`src/rtl/pfrl_pkg.sv`:
```
// ----------------------------------------------------------------------------
// pfrl_pkg
// Shared sizes, state codes and control structs for root labeling.
// ----------------------------------------------------------------------------
package pfrl_pkg;

    localparam int MAX_PIXELS = 64;
    localparam int MAX_PASSES = 8;

    localparam int IDX_W  = 6;
    localparam int CNT_W  = $clog2(MAX_PIXELS + 1);
    localparam int PASS_W = $clog2(MAX_PASSES + 1);

    typedef enum logic [4:0] {
        ST_LOAD     = 5'b00001,
        ST_PASS     = 5'b00010,
        ST_DRAIN    = 5'b00100,
        ST_EMIT_RD  = 5'b01000,
        ST_EMIT_OUT = 5'b10000
    } state_t;

    typedef struct packed {
        logic             issue;
        logic [IDX_W-1:0] idx;
        logic [CNT_W-1:0] count;
        logic             clear_bad;
    } jump_ctl_t;

    typedef struct packed {
        logic busy;
        logic changed;
        logic bad;
    } jump_stat_t;

endpackage

```
`src/rtl/pfrl_ram.sv`:
```
// ----------------------------------------------------------------------------
// pfrl_ram
// Label memory: one write port, two read ports with registered read data.
// ----------------------------------------------------------------------------
module pfrl_ram #(
    parameter int DEPTH = 64,
    parameter int WIDTH = 6,
    parameter int AW    = $clog2(DEPTH)
) (
    input  logic             aclk,
    input  logic             we,
    input  logic [AW-1:0]    waddr,
    input  logic [WIDTH-1:0] wdata,
    input  logic [AW-1:0]    raddr_a,
    output logic [WIDTH-1:0] rdata_a,
    input  logic [AW-1:0]    raddr_b,
    output logic [WIDTH-1:0] rdata_b
);

    logic [WIDTH-1:0] mem [DEPTH];

    always_ff @(posedge aclk) begin
        if (we) begin
            mem[waddr] <= wdata;
        end
        rdata_a <= mem[raddr_a];
        rdata_b <= mem[raddr_b];
    end

endmodule

```
`src/rtl/pfrl_jump.sv`:
```
// ----------------------------------------------------------------------------
// pfrl_jump
// Pointer-jump pipeline: reads label[i], then label[label[i]], writes the
// new label into the other bank. Out-of-range parents become roots.
// ----------------------------------------------------------------------------
module pfrl_jump (
    input  logic                      aclk,
    input  logic                      aresetn,
    input  pfrl_pkg::jump_ctl_t       ctl,
    input  logic [pfrl_pkg::IDX_W-1:0] rdata_a,
    input  logic [pfrl_pkg::IDX_W-1:0] rdata_b,
    output logic [pfrl_pkg::IDX_W-1:0] raddr_b,
    output logic                      we,
    output logic [pfrl_pkg::IDX_W-1:0] waddr,
    output logic [pfrl_pkg::IDX_W-1:0] wdata,
    output pfrl_pkg::jump_stat_t      stat
);
    import pfrl_pkg::*;

    logic             s1_valid_reg;
    logic [IDX_W-1:0] s1_idx_reg;
    logic             s2_valid_reg;
    logic [IDX_W-1:0] s2_idx_reg;
    logic [IDX_W-1:0] s2_cur_reg;
    logic             changed_reg, changed_next;
    logic             bad_reg, bad_next;

    logic             cur_oob;
    logic [IDX_W-1:0] cur;
    logic             nxt_oob;
    logic [IDX_W-1:0] nxt;

    always_comb begin
        cur_oob = {1'b0, rdata_a} >= ctl.count;
        cur     = cur_oob ? s1_idx_reg : rdata_a;
        nxt_oob = {1'b0, rdata_b} >= ctl.count;
        nxt     = nxt_oob ? s2_cur_reg : rdata_b;
    end

    assign raddr_b = cur;
    assign we      = s2_valid_reg;
    assign waddr   = s2_idx_reg;
    assign wdata   = nxt;

    always_comb begin
        changed_next = changed_reg;
        if (ctl.issue && ctl.idx == '0) begin
            changed_next = 1'b0;
        end
        if (s2_valid_reg && nxt != s2_cur_reg) begin
            changed_next = 1'b1;
        end
        bad_next = bad_reg;
        if (ctl.clear_bad) begin
            bad_next = 1'b0;
        end
        if (s1_valid_reg && cur_oob) begin
            bad_next = 1'b1;
        end
    end

    always_ff @(posedge aclk) begin
        if (!aresetn) begin
            s1_valid_reg <= 1'b0;
            s2_valid_reg <= 1'b0;
            changed_reg  <= 1'b0;
            bad_reg      <= 1'b0;
        end else begin
            s1_valid_reg <= ctl.issue;
            s2_valid_reg <= s1_valid_reg;
            changed_reg  <= changed_next;
            bad_reg      <= bad_next;
        end
    end

    always_ff @(posedge aclk) begin
        s1_idx_reg <= ctl.idx;
        s2_idx_reg <= s1_idx_reg;
        s2_cur_reg <= cur;
    end

    assign stat.busy    = s1_valid_reg | s2_valid_reg;
    assign stat.changed = changed_reg;
    assign stat.bad     = bad_reg;

endmodule

```
`src/rtl/parent_forest_root_labeling.sv`:
```
// ----------------------------------------------------------------------------
// parent_forest_root_labeling
// Loads a parent array, resolves every pixel to its tree root by pointer
// jumping over two label banks, then emits the labels in pixel order.
// ----------------------------------------------------------------------------
// Items load at one per cycle into label bank 0. The item with is_last high,
// or the 64th item, starts the passes. Each pass streams all N labels
// through a two-read pipeline (label, then label of label) from one bank
// into the other; passes repeat until one changes nothing, at most 8.
// Results then leave one at a time (EMIT_RD, then EMIT_OUT until m_ready),
// the last one carrying last_label. No item is accepted from the end of
// loading until the last result is taken. not_converged and bad_parent
// are the same on every result of one array.
// ----------------------------------------------------------------------------
module parent_forest_root_labeling (
    input  logic                      aclk,
    input  logic                      aresetn,
    input  logic                      s_valid,
    output logic                      s_ready,
    input  logic [pfrl_pkg::IDX_W-1:0] s_parent_index,
    input  logic                      s_is_last,
    output logic                      m_valid,
    input  logic                      m_ready,
    output logic [pfrl_pkg::IDX_W-1:0] m_root_label,
    output logic                      m_last_label,
    output logic                      m_not_converged,
    output logic                      m_bad_parent
);
    import pfrl_pkg::*;

    state_t            state_reg, state_next;
    logic [CNT_W-1:0]  cnt_reg, cnt_next;
    logic [IDX_W-1:0]  idx_reg, idx_next;
    logic [PASS_W-1:0] pass_reg, pass_next;
    logic              src_sel_reg, src_sel_next;

    jump_ctl_t         jctl;
    jump_stat_t        jstat;

    logic [IDX_W-1:0]  rd_a0, rd_a1, rd_b0, rd_b1;
    logic [IDX_W-1:0]  src_a, src_b;
    logic [IDX_W-1:0]  raddr_b;
    logic              j_we;
    logic [IDX_W-1:0]  j_waddr, j_wdata;

    logic              we0, we1;
    logic [IDX_W-1:0]  waddr0;
    logic [IDX_W-1:0]  wdata0;
    logic              load_acc;
    logic              idx_at_end;
    logic [CNT_W-1:0]  cnt_inc;
    logic [PASS_W-1:0] pass_inc;

    assign s_ready  = state_reg == ST_LOAD;
    assign load_acc = s_valid && s_ready;
    assign cnt_inc  = cnt_reg + CNT_W'(1);
    assign pass_inc = pass_reg + PASS_W'(1);
    assign idx_at_end = ({1'b0, idx_reg} + CNT_W'(1)) == cnt_reg;

    assign src_a = src_sel_reg ? rd_a1 : rd_a0;
    assign src_b = src_sel_reg ? rd_b1 : rd_b0;

    assign jctl.issue     = state_reg == ST_PASS;
    assign jctl.idx       = idx_reg;
    assign jctl.count     = cnt_reg;
    assign jctl.clear_bad = (state_reg == ST_EMIT_OUT) && m_ready && idx_at_end;

    // Bank 0 takes loads and odd-pass results; bank 1 takes even-pass results (passes counted from 0).
    assign we0    = load_acc || (j_we && src_sel_reg);
    assign waddr0 = load_acc ? cnt_reg[IDX_W-1:0] : j_waddr;
    assign wdata0 = load_acc ? s_parent_index : j_wdata;
    assign we1    = j_we && !src_sel_reg;

    pfrl_ram #(.DEPTH(MAX_PIXELS), .WIDTH(IDX_W)) u_bank0 (
        .aclk    (aclk),
        .we      (we0),
        .waddr   (waddr0),
        .wdata   (wdata0),
        .raddr_a (idx_reg),
        .rdata_a (rd_a0),
        .raddr_b (raddr_b),
        .rdata_b (rd_b0)
    );

    pfrl_ram #(.DEPTH(MAX_PIXELS), .WIDTH(IDX_W)) u_bank1 (
        .aclk    (aclk),
        .we      (we1),
        .waddr   (j_waddr),
        .wdata   (j_wdata),
        .raddr_a (idx_reg),
        .rdata_a (rd_a1),
        .raddr_b (raddr_b),
        .rdata_b (rd_b1)
    );

    pfrl_jump u_jump (
        .aclk    (aclk),
        .aresetn (aresetn),
        .ctl     (jctl),
        .rdata_a (src_a),
        .rdata_b (src_b),
        .raddr_b (raddr_b),
        .we      (j_we),
        .waddr   (j_waddr),
        .wdata   (j_wdata),
        .stat    (jstat)
    );

    always_comb begin
        state_next   = state_reg;
        cnt_next     = cnt_reg;
        idx_next     = idx_reg;
        pass_next    = pass_reg;
        src_sel_next = src_sel_reg;
        unique case (state_reg)
            ST_LOAD: begin
                if (load_acc) begin
                    cnt_next = cnt_inc;
                    if (s_is_last || cnt_inc == CNT_W'(MAX_PIXELS)) begin
                        state_next   = ST_PASS;
                        idx_next     = '0;
                        pass_next    = '0;
                        src_sel_next = 1'b0;
                    end
                end
            end
            ST_PASS: begin
                idx_next = idx_reg + IDX_W'(1);
                if (idx_at_end) begin
                    state_next = ST_DRAIN;
                end
            end
            ST_DRAIN: begin
                if (!jstat.busy) begin
                    pass_next    = pass_inc;
                    src_sel_next = !src_sel_reg;
                    idx_next     = '0;
                    if (jstat.changed && pass_inc < PASS_W'(MAX_PASSES)) begin
                        state_next = ST_PASS;
                    end else begin
                        state_next = ST_EMIT_RD;
                    end
                end
            end
            ST_EMIT_RD: begin
                state_next = ST_EMIT_OUT;
            end
            ST_EMIT_OUT: begin
                if (m_ready) begin
                    if (idx_at_end) begin
                        state_next = ST_LOAD;
                        cnt_next   = '0;
                        pass_next  = '0;
                        idx_next   = '0;
                    end else begin
                        state_next = ST_EMIT_RD;
                        idx_next   = idx_reg + IDX_W'(1);
                    end
                end
            end
            default: begin
                state_next = ST_LOAD;
            end
        endcase
    end

    always_ff @(posedge aclk) begin
        if (!aresetn) begin
            state_reg   <= ST_LOAD;
            cnt_reg     <= '0;
            idx_reg     <= '0;
            pass_reg    <= '0;
            src_sel_reg <= 1'b0;
        end else begin
            state_reg   <= state_next;
            cnt_reg     <= cnt_next;
            idx_reg     <= idx_next;
            pass_reg    <= pass_next;
            src_sel_reg <= src_sel_next;
        end
    end

    assign m_valid         = state_reg == ST_EMIT_OUT;
    assign m_root_label    = src_a;
    assign m_last_label    = idx_at_end;
    assign m_not_converged = jstat.changed;
    assign m_bad_parent    = jstat.bad;

endmodule

```
`config.mk`:
```
export PLATFORM = sky130hd
export DESIGN_NAME = parent_forest_root_labeling
export DESIGN_NICKNAME = d
export VERILOG_FILES = /design/src/rtl/pfrl_pkg.sv /design/src/rtl/pfrl_ram.sv /design/src/rtl/pfrl_jump.sv /design/src/rtl/parent_forest_root_labeling.sv
export SDC_FILE = /design/constraint.sdc
export NUM_CORES = 1
export LEC_CHECK = 0
export BUFFER_PORTS_ARGS = -buffer_cell sky130_fd_sc_hd__buf_2
export CELL_PAD_IN_SITES_DETAIL_PLACEMENT = 1
export CELL_PAD_IN_SITES_GLOBAL_PLACEMENT = 2
export CORE_AREA = 8 8 442 444
export CTS_CLUSTER_SIZE = 40
export DETAILED_ROUTE_END_ITERATION = 8
export DIE_AREA = 0 0 450 452
export PLACE_DENSITY_LB_ADDON = 0.1
export SKIP_LAST_GASP = 1
export SYNTH_ARGS = -nofsm -noshare
export SYNTH_HDL_FRONTEND = slang
export SYNTH_SLANG_ARGS = --single-unit
```
`constraint.sdc`:
```
create_clock -name aclk -period 7.2 [get_ports aclk]
set_clock_uncertainty 0.1 [all_clocks]
set_input_delay 0.36 -clock aclk [delete_from_list [all_inputs] [get_ports aclk]]
set_output_delay 0.36 -clock aclk [all_outputs]
set_load 0.01 [all_outputs]
```
# Word-level counts from Yosys, hierarchy flattened

Memory sizes are Yosys's and may differ from the RTL's. A register that Yosys moved wholly into a read port is not among the register bits.
Index checks and enable logic that the tools add are counted.

Memory bits (writable): 768
Output and inout bits: 11
Bits in registers: 45
Logic and storage cells: 102
Memories: 2

Reduce and logical (&&, ||, !) cells: 24
Add/sub/neg operators: 4
Equal/unequal tests: 14
Bitwise logic cells: 1
Muxes and demuxes: 42
$lt $le $gt $ge: 3

Memory list:

| memory      | depth | width | rd ports | clocked after Yosys merged registers in | wr ports | RTL line       | source |
|---|---|---|---|---|---|---|---|
| u_bank0.mem | 64    | 6     | 2        | 2                                       | 1        | pfrl_ram.sv:20 | `logic [WIDTH-1:0] mem [DEPTH];` |
| u_bank1.mem | 64    | 6     | 2        | 2                                       | 1        | pfrl_ram.sv:20 |  |

Operators by type and width:

| kind                  | number |
|---|---|
| $mux W6               | 11 |
| $mux W4               | 7 |
| $mux W5               | 5 |
| $pmux W5 S5           | 1 |
| $pmux W6 S4           | 1 |
| $mux W7               | 3 |
| $ge A6 B7 Y1          | 2 |
| $pmux W7 S2           | 1 |
| $pmux W4 S3           | 1 |
| $mux W1               | 11 |
| $reduce_and A5 Y1     | 2 |
| $logic_and A1 B1 Y1   | 9 |
| $reduce_and A4 Y1     | 2 |
| $reduce_bool A2 Y1    | 4 |
| $add A6 B1 Y7 const B | 1 |
| $add A7 B1 Y7 const B | 1 |
| $eq A7 B7 Y1          | 1 |
| $eq A7 B7 Y1 const B  | 1 |
| $add A6 B1 Y6 const B | 1 |
| $logic_not A6 Y1      | 1 |
| $ne A2 B1 Y1 const B  | 3 |
| $ne A2 B2 Y1 const B  | 3 |
| $ne A6 B6 Y1          | 1 |
| $reduce_and A6 Y1     | 1 |
| 13 further kinds      | 14 |

# Longest topological paths before layout

Depth in word-level cells: 6
Depth in mapped cells: 17
Mapped depth without buffers: 12

# Hierarchy

A second synthesis with hierarchy kept.

Cell total of the unflattened synthesis: 2257
Area, all modules: 39741.9 um^2

By module, submodules not included:

| module                      | cells each | instances | area each (um^2) |
|---|---|---|---|
| pfrl_ram                    | 968        | 2         | 18390.1 |
| parent_forest_root_labeling | 231        | 1         | 1899.3 |
| pfrl_jump                   | 90         | 1         | 1062.3 |

# Worst setup path after synthesis

No wires, ideal clock.

Kind: reg-to-reg
Start: register src_sel_reg
End: memory u_bank0.mem[0][1] (data pin)
Clock period less this slack: 6.400 ns
Setup slack: 0.800 ns
Arrival: 5.579 ns
Cell stages (with the launch flop): 13
Cells stage by stage: dfxtp_1 -> buf_2 -> clkbuf_1 -> mux2i_1 -> ha_1 -> nand2b_1 -> a21o_1 -> a21o_1 -> a21o_1 -> a21o_1 -> a21oi_1 -> nor3_1 -> o31ai_1

Cells in the longest elaborated chain, start to end: 4

RTL lines:

| element                    | RTL line                           | source |
|---|---|---|
| start, declared            | parent_forest_root_labeling.sv:35  | `logic src_sel_reg, src_sel_next;` |
| start signal, assigned     | parent_forest_root_labeling.sv:179 | `src_sel_reg <= src_sel_next;` |
| $mux W6 *                  | parent_forest_root_labeling.sv:61  | `assign src_b = src_sel_reg ? rd_b1 : rd_b0;` |
| $ge A6 B7 Y1               | pfrl_jump.sv:36                    | `nxt_oob = {1'b0, rdata_b} >= ctl.count;` |
| $mux W6 *                  | pfrl_jump.sv:37                    | `nxt = nxt_oob ? s2_cur_reg : rdata_b;` |
| $mux W6 *                  | parent_forest_root_labeling.sv:71  | `assign wdata0 = load_acc ? s_parent_index : j_wdata;` |
| named net u_bank0.wdata[1] | pfrl_ram.sv:13                     | `input logic [WIDTH-1:0] wdata,` |
| end, declared              | pfrl_ram.sv:20                     |  |

Mark *: on every way through the listed nets, which the timed path passes. The rest lies on a longest branch.

# Final worst setup path

Start: register src_sel_reg
End: register u_bank0.rdata_b[0], read port of u_bank0.mem

Cells in the longest elaborated chain, start to end: 3

RTL lines:

| element       | RTL line                          | source |
|---|---|---|
| $mux W6 *     | parent_forest_root_labeling.sv:60 | `assign src_a = src_sel_reg ? rd_a1 : rd_a0;` |
| $ge A6 B7 Y1  | pfrl_jump.sv:34                   | `cur_oob = {1'b0, rdata_a} >= ctl.count;` |
| $mux W6 *     | pfrl_jump.sv:35                   | `cur = cur_oob ? s1_idx_reg : rdata_a;` |
| end, declared | pfrl_ram.sv:17                    | `output logic [WIDTH-1:0] rdata_b` |

Mark *: on every way between the ends. The rest lies on a longest branch, timed or not.
A chain may end at the register's enable or synchronous reset.

==> impl_metrics.ini <==
[run_status]
outcome = complete, no violations

[route]
first_iter_violations = 2263
via_count = 28928
postRouteAntennaNets = 0
routed_via_density = 5.088
drc = 0
drt_wl_total_um = 184900
drt_pass1_iterations = 5
wl_per_cell_um = 32.52

[power_and_ir_drop]
power_leakage_nw = 15.52
power_mw = 17.13
peakVddDrop_v = 0.0002614
p_per_area_mw_per_mm2 = 345.4

[setup_path]
endpoint_kind = flip-flop
crit_type = reg -> reg
reg2reg_depth = 13
r2r-end = u_bank0.rdata_b[0]
startpoint = src_sel_reg
endpoint = u_bank0.rdata_b[0]
arrival_ns = 6.86
cp_max_fo = 71
critPathRequiredTime_ns = 7.65
regToRegSetupSlack_ns = 0.80
cp-start-kind = flip-flop
r2r-start = src_sel_reg

[global_routing]
antenna_found_initial = 9
grt_pass1_wl_um = 258700
overflow = 0
grt_usage = 0.1762
grt_max_degree = 145
grt_pass1_vias = 30656

[logic_synthesis]
synth_warnings = 0
netlist_instances = 3140
synth_seq_area_share = 0.5691
syn_area_mm2 = 0.04295
synth_edf_count = 768
synth_ff_type = edfxtp_1
ys_seq_elements = 837
synth.distinct_cells = 69
synth_nets = 3168
avgSynthCellArea_um2 = 13.68
async_reset_ff_frac = 0

[worst_hold_path]
hp-class = in -> reg

[placed_design]
dp_hpwl_um = 119100
portBuffers = 21
post_dp_cell_area_mm2 = 0.04603
globalplace.congestion = 0.8027

[clock_tree]
cts_resized = 0
cts_sinks = 837
clock-root-buffer = clkbuf_16
holdBufCountCts = 3
clockBufferDepth = 3
insertion_delay_ns = 0.74
postCtsSetupRepairBufs = 0
clkTransAtPathRegs_ns = 0.06
cts_tree = built
cts.htree.levels = 3
numCtsBuffers = 105

[sta]
rsz0062_at_grt = no
finalSetupTns_ns = 0
slew_viol_final = 0
slew_headroom = 0.03018
finalHoldViolCount = 0
whs_ns = 0.2634
worst_pin_slew_ns = 1.441
post-route-period-util = 0.8891
report.final.setup_viol = 0
clock.fmax_ghz = 0.1562
layout_min_cycle_time_ns = 6.402

[cells_and_area]
stdcell_area_mm2 = 0.04959
nNetsFinal = 3112
nFillCells = 20226
drive_above_1_share = 0.2091
final_cell_mix = edfxtp_1, a211oi_1, inv_1
syn_to_final_growth_pct = 15.45
final_common_cell = edfxtp_1

[die]
core_area_mm2 = 0.1886
ios = 22
dieWidth_um = 450
std_cell_rows = 160
fp.dieArea_mm2 = 0.2034
die_h_um = 452
start_util = 0.2278

[job]
cap_violations = 0
-- cells by family after synthesis --
family          Yosys count  share of synthesized area
flops                   837                     0.5691
compound gates          812                     0.1394
buf+inv                 645                    0.06146
mux                     455                     0.1825
simple gates            355                    0.03807
xor+xnor                 19                   0.004515
fa+ha+maj                17                   0.004952
-- critical path, stage by stage (launching register included) --
cell and delay (ns):
dfxtp_1 0.65, buf_4 0.34, mux2i_1 0.36, inv_1 0.15, ha_1 0.31, nand2_1 0.07
o21ai_2 0.28, a21o_4 0.45, buf_4 0.76, a211oi_1 0.21, o311ai_0 0.73, a2111oi_0 0.26
nor4_1 1.22, nand4_1 0.17
-- routing by layer --
layer / track usage / share of wire / vias up
met4: 0.05053 / 0.028 / 0
met5: 0 / 0 / -
met3: 0.02474 / 0.038 / 214
li1: - / - / 12340
met2: 0.2875 / 0.47 / 675
met1: 0.2442 / 0.47 / 15699
-- worst min path at each step --
stage,endpoint,cells past startpoint,from
after floorplan,u_jump.s1_idx_reg[2],0,idx_reg[2]
after global placement,u_jump.waddr[5],0,u_jump.s1_idx_reg[5]
after detailed placement,u_jump.waddr[5],0,u_jump.s1_idx_reg[5]
after CTS,u_bank0.mem[20][2],3,s_parent_index[2]
after global routing,u_bank0.mem[22][2],3,s_parent_index[2]
final,u_bank0.mem[22][2],3,s_parent_index[2]
-- final cells by class --
class	instances	area (um^2)	area share
antenna	5	12.51	0.0002523
inverter	363	1365	0.02753
clock inverter	65	698.2	0.01408
timing repair buffer	119	1013	0.02044
clock buffer	128	2806	0.05660
tap	2511	3142	0.06336
sequential	837	24460	0.4933
multi-input combinational	1658	16090	0.3244
-- Yosys cell counts (17+ instances only) --
library cell | n | area, um^2
edfxtp_1 | 768 | 23060
a211oi_1 | 433 | 3251
inv_1 | 360 | 1351
mux4_2 | 249 | 5608
nor2_1 | 172 | 645.6
clkbuf_1 | 141 | 529.3
o21ai_0 | 108 | 540.5
buf_2 | 101 | 505.5
mux2i_1 | 101 | 1011
mux2_2 | 96 | 1081
dfxtp_1 | 69 | 1381
nand2_1 | 59 | 221.5
a2111oi_0 | 48 | 420.4
o311ai_0 | 47 | 411.6
a22o_1 | 36 | 315.3
a21oi_1 | 26 | 130.1
o2111ai_1 | 25 | 219.0
nand3_1 | 23 | 115.1
buf_4 | 18 | 135.1
buf_1 | 17 | 63.81
ha_1 | 17 | 212.7
nand4_1 | 17 | 106.4
nor4_1 | 17 | 106.4
-- through the flow --
step / util / setup WS, ns / std cells
after floorplan: - / 0.7997 / 3140
after global placement: 0.2436 / 0.4443 / 5475
after detailed placement: 0.2441 / 0.6574 / 5484
after CTS: 0.2628 / 0.6906 / 5680
after global routing: 0.2629 / 0.5709 / 5681
final: 0.2630 / 0.7983 / 5686
-- report_power, final --
group          internal [mW]  switching, mW
registers               6.49          0.107
clock network           3.26           2.25
logic                   1.21           3.81
total                   11.0           6.17
(Power assumes the default switching activity.)
